--- config.mk ---
export PLATFORM = sky130hd
export DESIGN_NAME = operator_string_lexer_flat
export DESIGN_NICKNAME = d
export VERILOG_FILES = /design/src/sv/osl_pkg.sv /design/src/sv/osl_if.sv /design/src/sv/osl_front.sv /design/src/sv/osl_queue.sv /design/src/sv/osl_back.sv /design/src/sv/operator_string_lexer.sv /design/src/flat_wrapper.sv
export SDC_FILE = /design/constraint.sdc
export NUM_CORES = 1
export LEC_CHECK = 0
export BUFFER_PORTS_ARGS = -buffer_cell sky130_fd_sc_hd__buf_2
export CAP_MARGIN = 20
export CORE_MARGIN = 1
export CORE_UTILIZATION = 65
export DETAILED_ROUTE_END_ITERATION = 16
export GPL_TIMING_DRIVEN = 0
export PLACE_DENSITY = 0.8
export SKIP_LAST_GASP = 1
export SLEW_MARGIN = 20
export SYNTH_ARGS = -nofsm -noshare
export SYNTH_HDL_FRONTEND = slang
export SYNTH_SLANG_ARGS = --single-unit
export TNS_END_PERCENT = 1
--- constraint.sdc ---
create_clock -name clk -period 8.4 [get_ports clk]
set_input_delay 0.42 -clock clk [delete_from_list [all_inputs] [get_ports clk]]
set_output_delay 0.42 -clock clk [all_outputs]
set_load 0.1 [all_outputs]
--- src/sv/osl_pkg.sv ---
// osl_pkg: shared types, character codes and token kind tables for the operator lexer
// depends on nothing; used by every module of the block and by osl_tok_if
package osl_pkg;

	// field widths of one token
	localparam int KIND_W = 5;
	localparam int TOK_W  = 16;

	// defaults for top-level parameters
	localparam int COUNT_BITS_DEF  = 16;
	localparam int QUEUE_DEPTH_DEF = 4;

	// characters with a role of their own
	localparam logic [7:0] CH_QUOTE     = 8'h22;
	localparam logic [7:0] CH_BACKSLASH = 8'h5C;
	localparam logic [7:0] CH_NEWLINE   = 8'h0A;
	localparam logic [7:0] CH_NONE      = 8'h00;

	// token kinds with a role of their own
	localparam logic [KIND_W-1:0] KIND_LINE_COMMENT = 5'd27;
	localparam logic [KIND_W-1:0] KIND_STRING       = 5'd29;
	localparam logic [KIND_W-1:0] KIND_MAX          = 5'd29;
	localparam logic [KIND_W-1:0] KIND_PAIR_FIRST   = 5'd16;

	// punctuators, index is the single-char kind; the first eight may start a pair
	localparam int PAIR_LEADS = 8;
	localparam logic [7:0] OP_CHARS [16] = '{
		8'h2B, 8'h2D, 8'h3D, 8'h21, 8'h26, 8'h7C, 8'h2A, 8'h2F,
		8'h3A, 8'h3B, 8'h2E, 8'h2C, 8'h28, 8'h29, 8'h7B, 8'h7D
	};
	// followers that complete a pair, none where CH_NONE
	localparam logic [7:0] FOLLOW_A [PAIR_LEADS] = '{
		8'h2B, 8'h2D, 8'h3D, 8'h3D, 8'h26, 8'h7C, 8'h3D, 8'h2F
	};
	localparam logic [7:0] FOLLOW_B [PAIR_LEADS] = '{
		8'h3D, 8'h3D, 8'h00, 8'h00, 8'h3D, 8'h3D, 8'h00, 8'h3D
	};
	localparam logic [KIND_W-1:0] PAIR_KIND_A [PAIR_LEADS] = '{
		5'd16, 5'd18, 5'd20, 5'd21, 5'd22, 5'd24, 5'd26, 5'd27
	};
	localparam logic [KIND_W-1:0] PAIR_KIND_B [PAIR_LEADS] = '{
		5'd17, 5'd19, 5'd0, 5'd0, 5'd23, 5'd25, 5'd0, 5'd28
	};

	typedef struct packed {
		logic              hit;
		logic [KIND_W-1:0] kind;
	} kind_hit_t;

	typedef struct packed {
		logic [KIND_W-1:0] kind;
		logic [TOK_W-1:0]  pos;
		logic [TOK_W-1:0]  line;
		logic [TOK_W-1:0]  length;
	} token_t;

	// tokens caused by one byte, t0 first
	typedef struct packed {
		logic   two;
		token_t t0;
		token_t t1;
	} group_t;

	// front to queue write port
	typedef struct packed {
		logic   push;
		group_t grp;
	} push_t;

	// queue to back read port
	typedef struct packed {
		logic   empty;
		group_t head;
	} head_t;

	// kind of a one-char punctuator
	function automatic kind_hit_t single_kind(logic [7:0] c);
		kind_hit_t r;
		r = '0;
		for (int k = 0; k < 16; k++) begin
			if (OP_CHARS[k] == c) begin
				r.hit  = 1'b1;
				r.kind = KIND_W'(k);
			end
		end
		return r;
	endfunction

	// kind of a two-char operator made of first and second
	function automatic kind_hit_t pair_kind(logic [7:0] first, logic [7:0] second);
		kind_hit_t s;
		kind_hit_t r;
		logic [2:0] k;
		s = single_kind(first);
		r = '0;
		k = s.kind[2:0];
		if (s.hit && s.kind < KIND_W'(PAIR_LEADS) && second != CH_NONE) begin
			if (FOLLOW_A[k] == second) begin
				r.hit  = 1'b1;
				r.kind = PAIR_KIND_A[k];
			end else if (FOLLOW_B[k] == second) begin
				r.hit  = 1'b1;
				r.kind = PAIR_KIND_B[k];
			end
		end
		return r;
	endfunction

endpackage

--- src/sv/osl_if.sv ---
// osl_if: valid/ready channel interfaces for source bytes and tokens
// depends on osl_pkg for field widths

interface osl_text_if;
	logic       valid;
	logic       ready;
	logic [7:0] text_byte;
	logic       is_last;

	modport source (output valid, output text_byte, output is_last, input ready);
	modport sink (input valid, input text_byte, input is_last, output ready);
endinterface

interface osl_tok_if;
	logic                          valid;
	logic                          ready;
	logic [osl_pkg::KIND_W-1:0]    token_kind;
	logic [osl_pkg::TOK_W-1:0]     token_pos;
	logic [osl_pkg::TOK_W-1:0]     token_line;
	logic [osl_pkg::TOK_W-1:0]     token_length;
	logic                          last_of_run;

	modport source (output valid, output token_kind, output token_pos, output token_line,
		output token_length, output last_of_run, input ready);
	modport sink (input valid, input token_kind, input token_pos, input token_line,
		input token_length, input last_of_run, output ready);
endinterface

--- src/sv/osl_front.sv ---
// osl_front: takes source bytes, runs the lexer state and classifies each byte
// depends on osl_pkg and osl_text_if; writes token groups into osl_queue
module osl_front #(
	parameter int COUNT_BITS = osl_pkg::COUNT_BITS_DEF
) (
	input  logic            clk,
	input  logic            arst_n,
	osl_text_if.sink        text,
	input  logic            q_full,
	output osl_pkg::push_t  wr
);
	import osl_pkg::*;

	typedef enum logic [1:0] {
		MODE_NORMAL  = 2'd0,
		MODE_STRING  = 2'd1,
		MODE_COMMENT = 2'd2
	} mode_t;

	localparam logic [COUNT_BITS-1:0] CNT_MAX = {COUNT_BITS{1'b1}};
	localparam logic [COUNT_BITS-1:0] CNT_ONE = COUNT_BITS'(1);

	mode_t                 mode_q,        mode_n;
	logic [7:0]            pend_char_q,   pend_char_n;
	logic                  pend_valid_q,  pend_valid_n;
	logic [COUNT_BITS-1:0] pend_start_q,  pend_start_n;
	logic                  bslash_q,      bslash_n;
	logic [COUNT_BITS-1:0] str_start_q,   str_start_n;
	logic [COUNT_BITS-1:0] str_count_q,   str_count_n;
	logic [COUNT_BITS-1:0] line_q,        line_n;
	logic [COUNT_BITS-1:0] byte_q,        byte_n;

	logic      accept;
	logic      a_v, b_v;
	token_t    tok_a, tok_b;
	kind_hit_t pk, sk_pend, sk;
	logic      consumed;
	logic [7:0] c;

	function automatic logic [COUNT_BITS-1:0] sat_inc(logic [COUNT_BITS-1:0] v);
		return (v == CNT_MAX) ? v : v + CNT_ONE;
	endfunction

	function automatic logic [TOK_W-1:0] fit(logic [COUNT_BITS-1:0] v);
		logic [COUNT_BITS+TOK_W-1:0] e;
		e = {{TOK_W{1'b0}}, v};
		return e[TOK_W-1:0];
	endfunction

	assign text.ready = !q_full;
	assign accept     = text.valid && text.ready;
	assign c          = text.text_byte;

	// next lexer state and the tokens this byte causes
	always_comb begin
		mode_n       = mode_q;
		pend_char_n  = pend_char_q;
		pend_valid_n = pend_valid_q;
		pend_start_n = pend_start_q;
		bslash_n     = bslash_q;
		str_start_n  = str_start_q;
		str_count_n  = str_count_q;
		line_n       = line_q;
		a_v          = 1'b0;
		b_v          = 1'b0;
		tok_a        = '0;
		tok_b        = '0;
		consumed     = 1'b0;
		pk           = pair_kind(pend_char_q, c);
		sk_pend      = single_kind(pend_char_q);
		sk           = single_kind(c);
		tok_a.line   = fit(line_q);
		tok_b.line   = fit(line_q);

		unique case (mode_q)
			MODE_STRING: begin
				tok_a.kind = KIND_STRING;
				tok_a.pos  = fit(str_start_q);
				if (c == CH_QUOTE && !bslash_q) begin
					a_v          = 1'b1;
					tok_a.length = fit(str_count_q);
					mode_n       = MODE_NORMAL;
				end else begin
					str_count_n  = sat_inc(str_count_q);
					bslash_n     = (c == CH_BACKSLASH);
					a_v          = text.is_last;
					tok_a.length = fit(str_count_n);
				end
			end
			MODE_COMMENT: begin
				if (c == CH_NEWLINE) begin
					line_n = sat_inc(line_q);
					mode_n = MODE_NORMAL;
				end
			end
			default: begin
				// resolve a waiting operator char first
				if (pend_valid_q) begin
					a_v       = 1'b1;
					tok_a.pos = fit(pend_start_q);
					if (pk.hit) begin
						tok_a.kind   = pk.kind;
						tok_a.length = TOK_W'(2);
						consumed     = 1'b1;
						if (pk.kind == KIND_LINE_COMMENT) begin
							mode_n = MODE_COMMENT;
						end
					end else begin
						tok_a.kind   = sk_pend.kind;
						tok_a.length = TOK_W'(1);
					end
					pend_valid_n = 1'b0;
					pend_char_n  = CH_NONE;
				end
				// then the current byte on its own
				if (!consumed) begin
					tok_b.pos = fit(byte_q);
					if (c == CH_NEWLINE) begin
						line_n = sat_inc(line_q);
					end else if (c == CH_QUOTE) begin
						if (text.is_last) begin
							b_v          = 1'b1;
							tok_b.kind   = KIND_STRING;
							tok_b.length = '0;
						end else begin
							mode_n      = MODE_STRING;
							str_start_n = byte_q;
							str_count_n = '0;
							bslash_n    = 1'b0;
						end
					end else if (sk.hit) begin
						if (sk.kind < KIND_W'(PAIR_LEADS) && !text.is_last) begin
							pend_valid_n = 1'b1;
							pend_char_n  = c;
							pend_start_n = byte_q;
						end else begin
							b_v          = 1'b1;
							tok_b.kind   = sk.kind;
							tok_b.length = TOK_W'(1);
						end
					end
				end
			end
		endcase

		byte_n = sat_inc(byte_q);

		// the last byte ends the text: back to the reset state
		if (text.is_last) begin
			mode_n       = MODE_NORMAL;
			pend_char_n  = CH_NONE;
			pend_valid_n = 1'b0;
			pend_start_n = '0;
			bslash_n     = 1'b0;
			str_start_n  = '0;
			str_count_n  = '0;
			line_n       = '0;
			byte_n       = '0;
		end
	end

	// group write into the queue
	always_comb begin
		wr.push   = accept && (a_v || b_v);
		wr.grp.two = a_v && b_v;
		wr.grp.t0 = a_v ? tok_a : tok_b;
		wr.grp.t1 = tok_b;
	end

	// lexer state registers
	always_ff @(posedge clk or negedge arst_n) begin
		if (!arst_n) begin
			mode_q       <= MODE_NORMAL;
			pend_char_q  <= CH_NONE;
			pend_valid_q <= 1'b0;
			pend_start_q <= '0;
			bslash_q     <= 1'b0;
			str_start_q  <= '0;
			str_count_q  <= '0;
			line_q       <= '0;
			byte_q       <= '0;
		end else if (accept) begin
			mode_q       <= mode_n;
			pend_char_q  <= pend_char_n;
			pend_valid_q <= pend_valid_n;
			pend_start_q <= pend_start_n;
			bslash_q     <= bslash_n;
			str_start_q  <= str_start_n;
			str_count_q  <= str_count_n;
			line_q       <= line_n;
			byte_q       <= byte_n;
		end
	end

endmodule

--- src/sv/osl_queue.sv ---
// osl_queue: short flop queue of token groups between front and back
// depends on osl_pkg for the group type
module osl_queue #(
	parameter int DEPTH = osl_pkg::QUEUE_DEPTH_DEF
) (
	input  logic            clk,
	input  logic            arst_n,
	input  osl_pkg::push_t  wr,
	input  logic            pop,
	output logic            full,
	output osl_pkg::head_t  rd
);
	import osl_pkg::*;

	localparam int PTR_W = (DEPTH > 1) ? $clog2(DEPTH) : 1;
	localparam int CNT_W = $clog2(DEPTH + 1);
	localparam logic [PTR_W-1:0] PTR_LAST = PTR_W'(DEPTH - 1);
	localparam logic [CNT_W-1:0] CNT_FULL = CNT_W'(DEPTH);

	group_t           mem_q [DEPTH];
	logic [PTR_W-1:0] wr_ptr_q;
	logic [PTR_W-1:0] rd_ptr_q;
	logic [CNT_W-1:0] count_q;
	logic             do_pop;

	assign full     = (count_q == CNT_FULL);
	assign rd.empty = (count_q == '0);
	assign rd.head  = mem_q[rd_ptr_q];
	assign do_pop   = pop && !rd.empty;

	// storage
	always_ff @(posedge clk) begin
		if (wr.push) begin
			mem_q[wr_ptr_q] <= wr.grp;
		end
	end

	// pointers and fill count
	always_ff @(posedge clk or negedge arst_n) begin
		if (!arst_n) begin
			wr_ptr_q <= '0;
			rd_ptr_q <= '0;
			count_q  <= '0;
		end else begin
			if (wr.push) begin
				wr_ptr_q <= (wr_ptr_q == PTR_LAST) ? '0 : wr_ptr_q + PTR_W'(1);
			end
			if (do_pop) begin
				rd_ptr_q <= (rd_ptr_q == PTR_LAST) ? '0 : rd_ptr_q + PTR_W'(1);
			end
			if (wr.push && !do_pop) begin
				count_q <= count_q + CNT_W'(1);
			end else if (do_pop && !wr.push) begin
				count_q <= count_q - CNT_W'(1);
			end
		end
	end

endmodule

--- src/sv/osl_back.sv ---
// osl_back: splits queued token groups into single tokens behind an output register
// depends on osl_pkg and osl_tok_if
module osl_back (
	input  logic            clk,
	input  logic            arst_n,
	input  osl_pkg::head_t  rd,
	output logic            pop,
	osl_tok_if.source       tok
);
	import osl_pkg::*;

	logic   out_valid_q;
	token_t out_tok_q;
	logic   out_last_q;
	logic   second_q;
	logic   load;

	assign load = !out_valid_q || tok.ready;
	// a group leaves the queue with its final token
	assign pop  = load && !rd.empty && (!rd.head.two || second_q);

	assign tok.valid        = out_valid_q;
	assign tok.token_kind   = out_tok_q.kind;
	assign tok.token_pos    = out_tok_q.pos;
	assign tok.token_line   = out_tok_q.line;
	assign tok.token_length = out_tok_q.length;
	assign tok.last_of_run  = out_last_q;

	// output register and position within the head group
	always_ff @(posedge clk or negedge arst_n) begin
		if (!arst_n) begin
			out_valid_q <= 1'b0;
			out_tok_q   <= '0;
			out_last_q  <= 1'b0;
			second_q    <= 1'b0;
		end else if (load) begin
			out_valid_q <= !rd.empty;
			if (!rd.empty) begin
				if (rd.head.two && !second_q) begin
					out_tok_q  <= rd.head.t0;
					out_last_q <= 1'b0;
					second_q   <= 1'b1;
				end else if (rd.head.two) begin
					out_tok_q  <= rd.head.t1;
					out_last_q <= 1'b1;
					second_q   <= 1'b0;
				end else begin
					out_tok_q  <= rd.head.t0;
					out_last_q <= 1'b1;
				end
			end
		end
	end

endmodule

--- src/sv/operator_string_lexer.sv ---
// operator_string_lexer: top level of the streaming operator and string tokenizer
// depends on osl_pkg, osl_if, osl_front, osl_queue, osl_back
//
// channel  dir  modport             payload
// text     in   osl_text_if.sink    text_byte[7:0], is_last
// token    out  osl_tok_if.source   token_kind[4:0], token_pos, token_line, token_length, last_of_run
//
// one source byte is accepted every cycle while the token queue has room
// a byte that causes tokens pushes its group into the queue, and the output register then loads the first
// the output register sends one token per cycle while token.ready is high; a byte that causes
// two tokens sends them in turn, so bytes flow at one per cycle while each causes at most one
// a stalled token side fills the output register and the QUEUE_DEPTH-group queue,
// then text.ready drops
// reset clears the lexer state and empties the queue at once
module operator_string_lexer #(
	parameter int COUNT_BITS  = osl_pkg::COUNT_BITS_DEF,
	parameter int QUEUE_DEPTH = osl_pkg::QUEUE_DEPTH_DEF
) (
	input  logic        clk,
	input  logic        arst_n,
	osl_text_if.sink    text,
	osl_tok_if.source   token
);
	import osl_pkg::*;

	push_t wr;
	head_t rd;
	logic  q_full;
	logic  pop;

	// byte classification and lexer state
	osl_front #(
		.COUNT_BITS (COUNT_BITS)
	) u_front (
		.clk    (clk),
		.arst_n (arst_n),
		.text   (text),
		.q_full (q_full),
		.wr     (wr)
	);

	// group queue
	osl_queue #(
		.DEPTH (QUEUE_DEPTH)
	) u_queue (
		.clk    (clk),
		.arst_n (arst_n),
		.wr     (wr),
		.pop    (pop),
		.full   (q_full),
		.rd     (rd)
	);

	// token output
	osl_back u_back (
		.clk    (clk),
		.arst_n (arst_n),
		.rd     (rd),
		.pop    (pop),
		.tok    (token)
	);

endmodule

--- src/flat_wrapper.sv ---
// flat-port wrapper written by rule: the top's interface ports become plain ports
module operator_string_lexer_flat import osl_pkg::*;
#(
	parameter int COUNT_BITS  = osl_pkg::COUNT_BITS_DEF,
	parameter int QUEUE_DEPTH = osl_pkg::QUEUE_DEPTH_DEF
)
  (clk, arst_n, text_valid, text_text_byte, text_is_last, text_ready, token_valid, token_token_kind, token_token_pos, token_token_line, token_token_length, token_last_of_run, token_ready);
  osl_text_if text_i ();
  osl_tok_if token_i ();
  input  logic clk;
  input  logic arst_n;
  input wire logic [$bits(text_i.valid)-1:0] text_valid;
  input wire logic [$bits(text_i.text_byte)-1:0] text_text_byte;
  input wire logic [$bits(text_i.is_last)-1:0] text_is_last;
  output wire logic [$bits(text_i.ready)-1:0] text_ready;
  output wire logic [$bits(token_i.valid)-1:0] token_valid;
  output wire logic [$bits(token_i.token_kind)-1:0] token_token_kind;
  output wire logic [$bits(token_i.token_pos)-1:0] token_token_pos;
  output wire logic [$bits(token_i.token_line)-1:0] token_token_line;
  output wire logic [$bits(token_i.token_length)-1:0] token_token_length;
  output wire logic [$bits(token_i.last_of_run)-1:0] token_last_of_run;
  input wire logic [$bits(token_i.ready)-1:0] token_ready;
  assign text_i.valid = text_valid;
  assign text_i.text_byte = text_text_byte;
  assign text_i.is_last = text_is_last;
  assign text_ready = text_i.ready;
  assign token_valid = token_i.valid;
  assign token_token_kind = token_i.token_kind;
  assign token_token_pos = token_i.token_pos;
  assign token_token_line = token_i.token_line;
  assign token_token_length = token_i.token_length;
  assign token_last_of_run = token_i.last_of_run;
  assign token_i.ready = token_ready;
  operator_string_lexer #(.COUNT_BITS(COUNT_BITS), .QUEUE_DEPTH(QUEUE_DEPTH)) u_core (.clk(clk), .arst_n(arst_n), .text(text_i), .token(token_i));
endmodule
Word level (Yosys, flattened, before mapping)
Memory sizes are Yosys's and may differ from the RTL's.
Index checks and enable logic that the tools add are counted.
- register bits after elaboration: 155
- memory bits (writable): 368
- bits in read-only memories: 208
- bits of input ports: 13
- output and inout port bits: 56
- memories kept: 5
- add/sub/neg operators: 7
- order comparisons: 3
- equality and inequality tests: 59
- multiplexer cells: 144
- bitwise logic cells: 2
- reductions and logical operators: 44
- memories (memory ; depth ; bits a word ; read ports ; clocked after memory_dff ; wr ports ; line ; source):
    u_core.u_queue.mem_q ; 4 ; 92 ; 1 ; 0 ; 1 ; osl_queue.sv:20 ; group_t mem_q [DEPTH];
    (no name shown) ; 8 ; 8 ; 1 ; 0 ; 0 ; osl_pkg.sv:101 ; end else if (FOLLOW_B[k] == second) begin
    (no name shown) ; 8 ; 8 ; 1 ; 0 ; 0 ; osl_pkg.sv:98 ; if (FOLLOW_A[k] == second) begin
    (no name shown) ; 8 ; 5 ; 1 ; 0 ; 0 ; osl_pkg.sv:103 ; r.kind = PAIR_KIND_B[k];
    (no name shown) ; 8 ; 5 ; 1 ; 0 ; 0 ; osl_pkg.sv:100 ; r.kind = PAIR_KIND_A[k];
- operators by type and width (operator ; count):
    $mux 16 ; 24
    $mux 6 ; 35
    $eq 6x8->1 const A ; 26
    $mux 53 ; 3
    $mux 8 ; 12
    $pmux 16 s2 ; 3
    $mux 21 ; 3
    $mux 5 ; 10
    $add 16x1->16 const B ; 3
    $eq 16x16->1 const B ; 3
    $eq 7x8->1 const A ; 6
    $pmux 21 s2 ; 1
    $mux 1 ; 35
    $mux 2 ; 13
    $eq 8x8->1 ; 2
    $logic_and 1x1->1 ; 13
    $ne 2x2->1 const B ; 6
    $lt 5x4->1 const B ; 2
    $reduce_and 5->1 ; 2
    $reduce_bool 2->1 ; 5
    $logic_not 1->1 ; 9
    $ne 3x2->1 const B ; 3
    $ne 3x3->1 const B ; 3
    $reduce_and 3->1 ; 3
    25 further kinds ; 34

Longest topological paths before layout
- word-level depth: 36
- gate-level depth with buffers: 17
- mapped depth without buffers: 15

Hierarchy
A second synthesis with hierarchy kept.
- cell total of the unflattened synthesis: 1690
- area total of the unflattened synthesis: 25366.8 sq um
- modules (own cells, without submodules) (module ; instances ; cells an instance ; area each (sq um) ; seq. area each (sq um)):
    osl_queue ; 1 ; 596 ; 15827.7 ; 13027.5
    osl_front ; 1 ; 847 ; 6854.1 ; 2302.2
    osl_back ; 1 ; 247 ; 2685.1 ; 1401.3

Least setup slack after synthesis
No wires, ideal clock.
- path kind: input-to-reg
- start point: input port text_text_byte[4]
- end point: memory u_core.u_queue.mem_q[0][0] (netlist bit) (enable)
- library setup time: 0.443 ns
- arrival: 3.924 ns
- required time: 7.957 ns
- setup slack: 4.033 ns
- cell stages on the path: 7
- path buffers: 1
- cell sequence: clkbuf_1 -> nand2_1 -> or2_2 -> o311ai_0 -> a22o_1 -> o221a_2 -> and2_1
- RTL lines (element ; line ; source):
    start: declaration ; flat_wrapper.sv:13 ; input wire logic [$bits(text_i.text_byte)-1:0] text_text_byte;
    end: declaration ; osl_queue.sv:20 ;

==> results_dict.tcl <==
set metrics [dict create \
    cp-end-kind "flip-flop" \
    syn_avg_cell_area_um2 13.7 \
    layout_common_cells "edfxtp_1 (304), nand2_1 (197), dfrtp_1 (155), o21ai_0 (106), nor2_1 (84)" \
    grt_max_degree 94 \
    post-route-drc-count 0 \
    hp-class "input pin to flip-flop" \
    fmax_mhz 219 \
    multi_input_area_mm2 0.00666 \
    fin_crit_sh 0.544 \
    finalSetupViolations 0 \
    final_area_mm2 0.0226 \
    ant_nets 0 \
    placed_area_mm2 0.0211 \
    cts_max_path_buffers 3 \
    die_h_um 178 \
    stdcell_count 2019 \
    grt_pass1_wl_um 73700 \
    crit_top_cell "clkbuf_1" \
    ys_seq_area_frac 0.647 \
    slew_headroom 0.245 \
    mappedNetlistArea_mm2 0.0201 \
    seqCellArea_mm2 0.0130 \
    clock_latency_ns 0.55 \
    cts_tree "built" \
    post-route-util 0.739 \
    synth_edf_count 304 \
    io_buffers 67 \
    synth_top_area_frac 0.454 \
    nNetsFinal 1617 \
    antenna-diode-count 0 \
    tightest_slew_ns 1.12 \
    yosys_most_used_dff "edfxtp_1" \
    fin_tns_setup_ns 0 \
    yosysWarnings 0 \
    cap_violations 0 \
    grt_overflow 0 \
    final_common_cell "edfxtp_1" \
    final.min_clock_period_ns 4.57 \
    crit_type "flip-flop to flip-flop" \
    gp_congestion 0.940 \
    grtUsageTotal 0.311 \
    vias_per_cell 6.54 \
    clock_skew_ns 0.0146 \
    drt_iter0_drc 1501 \
    yosys-top-cells-area "edfxtp_1 (45%), dfrtp_1 (19%), mux4_2 (8.5%), nand2_1 (3.7%), o21ai_0 (2.6%)" \
    start_kind "flip-flop" \
    cp.arrival_ns 4.84 \
    powerDensity_mw_per_mm2 308 \
    layout_setup_ws_ns 3.83 \
    cp_max_fo 10 \
    dpl.cell_count 1935 \
    dpl_worst_slack_ns 3.99 \
    ys_ff_latch 459 \
    cts_buffers 45 \
    antenna_found_initial 1 \
    fillCellCount 1796 \
    synth_async_sr_flop_share 0.338 \
    grt_pass1_vias 13168 \
    finalHoldViolations 0 \
    slew_violations 0 \
    area_growth_pct 12.1 \
    routedWlPerCell_um 23.8 \
    slowest_delay_ns 0.42 \
    yosysUniqueCellTypes 84 \
    vdd_drop_max_mv 0.257 \
    yosysTopAreaCell "edfxtp_1" \
    clock-sinks 459 \
    clkTransAtPathRegs_ns 0.06 \
    slowest_stage "dfrtp_1" \
    row_count 64 \
    drt_pass1_iterations 5 \
    outcome "complete, no violations" \
    cts_setup_buffers 0 \
    routed_wl_um 48100 \
    die-area_mm2 0.0317 \
    power_mw 6.94 \
    rsz0062_at_grt "no" \
    leakage_nw 8.51 \
    die_w_um 178 \
    ios 69 \
    dp_hpwl_um 30900 \
    cts_root_buf "clkbuf_16" \
    cts_max_level 2 \
    syn_nets 1497 \
    dr_total_vias 13196 \
    core_mm2 0.0305 \
    synthesis.instances 1467 \
    worstPathCellList "clkbuf_1, nor4_1, a2bb2oi_1, o31a_1, and2_0, clkbuf_1, ha_1, nand2_1, or4_1, o221a_2, nor2_1, o21ai_1, o31ai_1, nand2_1, clkbuf_1, and3_1" \
    start_util 0.659 \
    drive_above_1_share 0.158 \
    critPathRequiredTime_ns 8.66 \
    whs_ns 0.174 \
]
[area by class of cell]
cell class,count,share of cell area
Tap cell,396,0.0220
Clock inverter,12,0.00621
Clock buffer,71,0.0579
Timing Repair Buffer,73,0.0212
Multi-Input combinational cell,894,0.296
Inverter,28,0.00466
Buffer,86,0.0158
Sequential cell,459,0.577
[registers in the layout (all words and copies together) (netlist names), 2 cells and up]
register                        count
u_core.u_front.pend_char_q          8
u_core.u_queue.mem_q              304
u_core.u_front.line_q              16
u_core.u_front.mode_q               2
u_core.u_front.byte_q              16
u_core.u_front.str_count_q         16
u_core.u_back.tok.token_length     16
u_core.u_front.pend_start_q        16
u_core.u_back.tok.token_line       16
u_core.u_back.tok.token_pos        16
u_core.u_queue.wr_ptr_q             2
u_core.u_back.tok.token_kind        5
u_core.u_queue.count_q              3
u_core.u_queue.rd_ptr_q             2
u_core.u_front.str_start_q         16
[critical path, delay by kind of cell (launching register included)]
kind | cells | cell delay, ns
compound gates | 5 | 1.08
fa+ha+maj | 1 | 0.40
buf+inv | 3 | 0.98
flops | 1 | 0.42
simple gates | 7 | 1.39
[Yosys cell counts, drive strengths merged, types with 28 or more instances]
cell type,number
dfrtp,155
nor2,84
nand2b,28
and3,31
inv,28
edfxtp,304
o21ai,110
mux4,76
nand3,40
mux2i,42
clkbuf,62
nand2,197
[kinds of logic (layout without fill, tap and decap cells)]
group,after synthesis,in the layout,synth area share
and+or+nand+nor,480,480,0.115
DFF,459,459,0.647
AOI/OAI and AO/OA,231,231,0.0762
muxes,125,125,0.110
buffers and inverters,114,270,0.0228
xor gates and xnor gates,41,41,0.0179
adders and majority gates,17,17,0.0109
[where the power goes]
| group | switching (mW) | internal (mW) |
|---|---|---|
| sequential | 0.136 | 2.61 |
| clock | 0.830 | 1.14 |
| combinational | 1.71 | 0.520 |
[final timing paths]
kind                                                             startpoint                                          end  slack (ns)  cells after the start
worst max-delay path              u_core.u_front.pend_char_q[6]$_DFFE_PN0P_        u_core.u_queue.mem_q[0][23]$_DFFE_PP_        3.83                     16
worst min-delay path                                            token_ready          u_core.u_back.tok.valid$_DFFE_PN0N_        0.17                      4
worst max register to register    u_core.u_front.pend_char_q[6]$_DFFE_PN0P_        u_core.u_queue.mem_q[0][23]$_DFFE_PP_        3.83                     16
worst min register to register  u_core.u_back.tok.token_line[6]$_DFFE_PN0P_  u_core.u_back.tok.token_line[6]$_DFFE_PN0P_        0.47                      2
max in group asynchronous                                            arst_n   u_core.u_front.pend_start_q[7]$_DFFE_PN0P_        7.09                      3
min in group asynchronous                                            arst_n  u_core.u_back.tok.token_line[4]$_DFFE_PN0P_        0.43                      2
[metal layers]
metal | GRT usage | share of wire
met2 | 0.523 | 0.50
met3 | 0.0478 | 0.082
met5 | 0 | 0
met1 | 0.429 | 0.40
met4 | 0.0801 | 0.020
[what timing repair did]
action / CTS / global route
hold endpoints to repair: 62 / 0
setup endpoints to repair: 0 / 0
resized for setup: 0 / 0
hold buffers: 1 / 0
No activity file was read; power rests on OpenSTA's default activity.
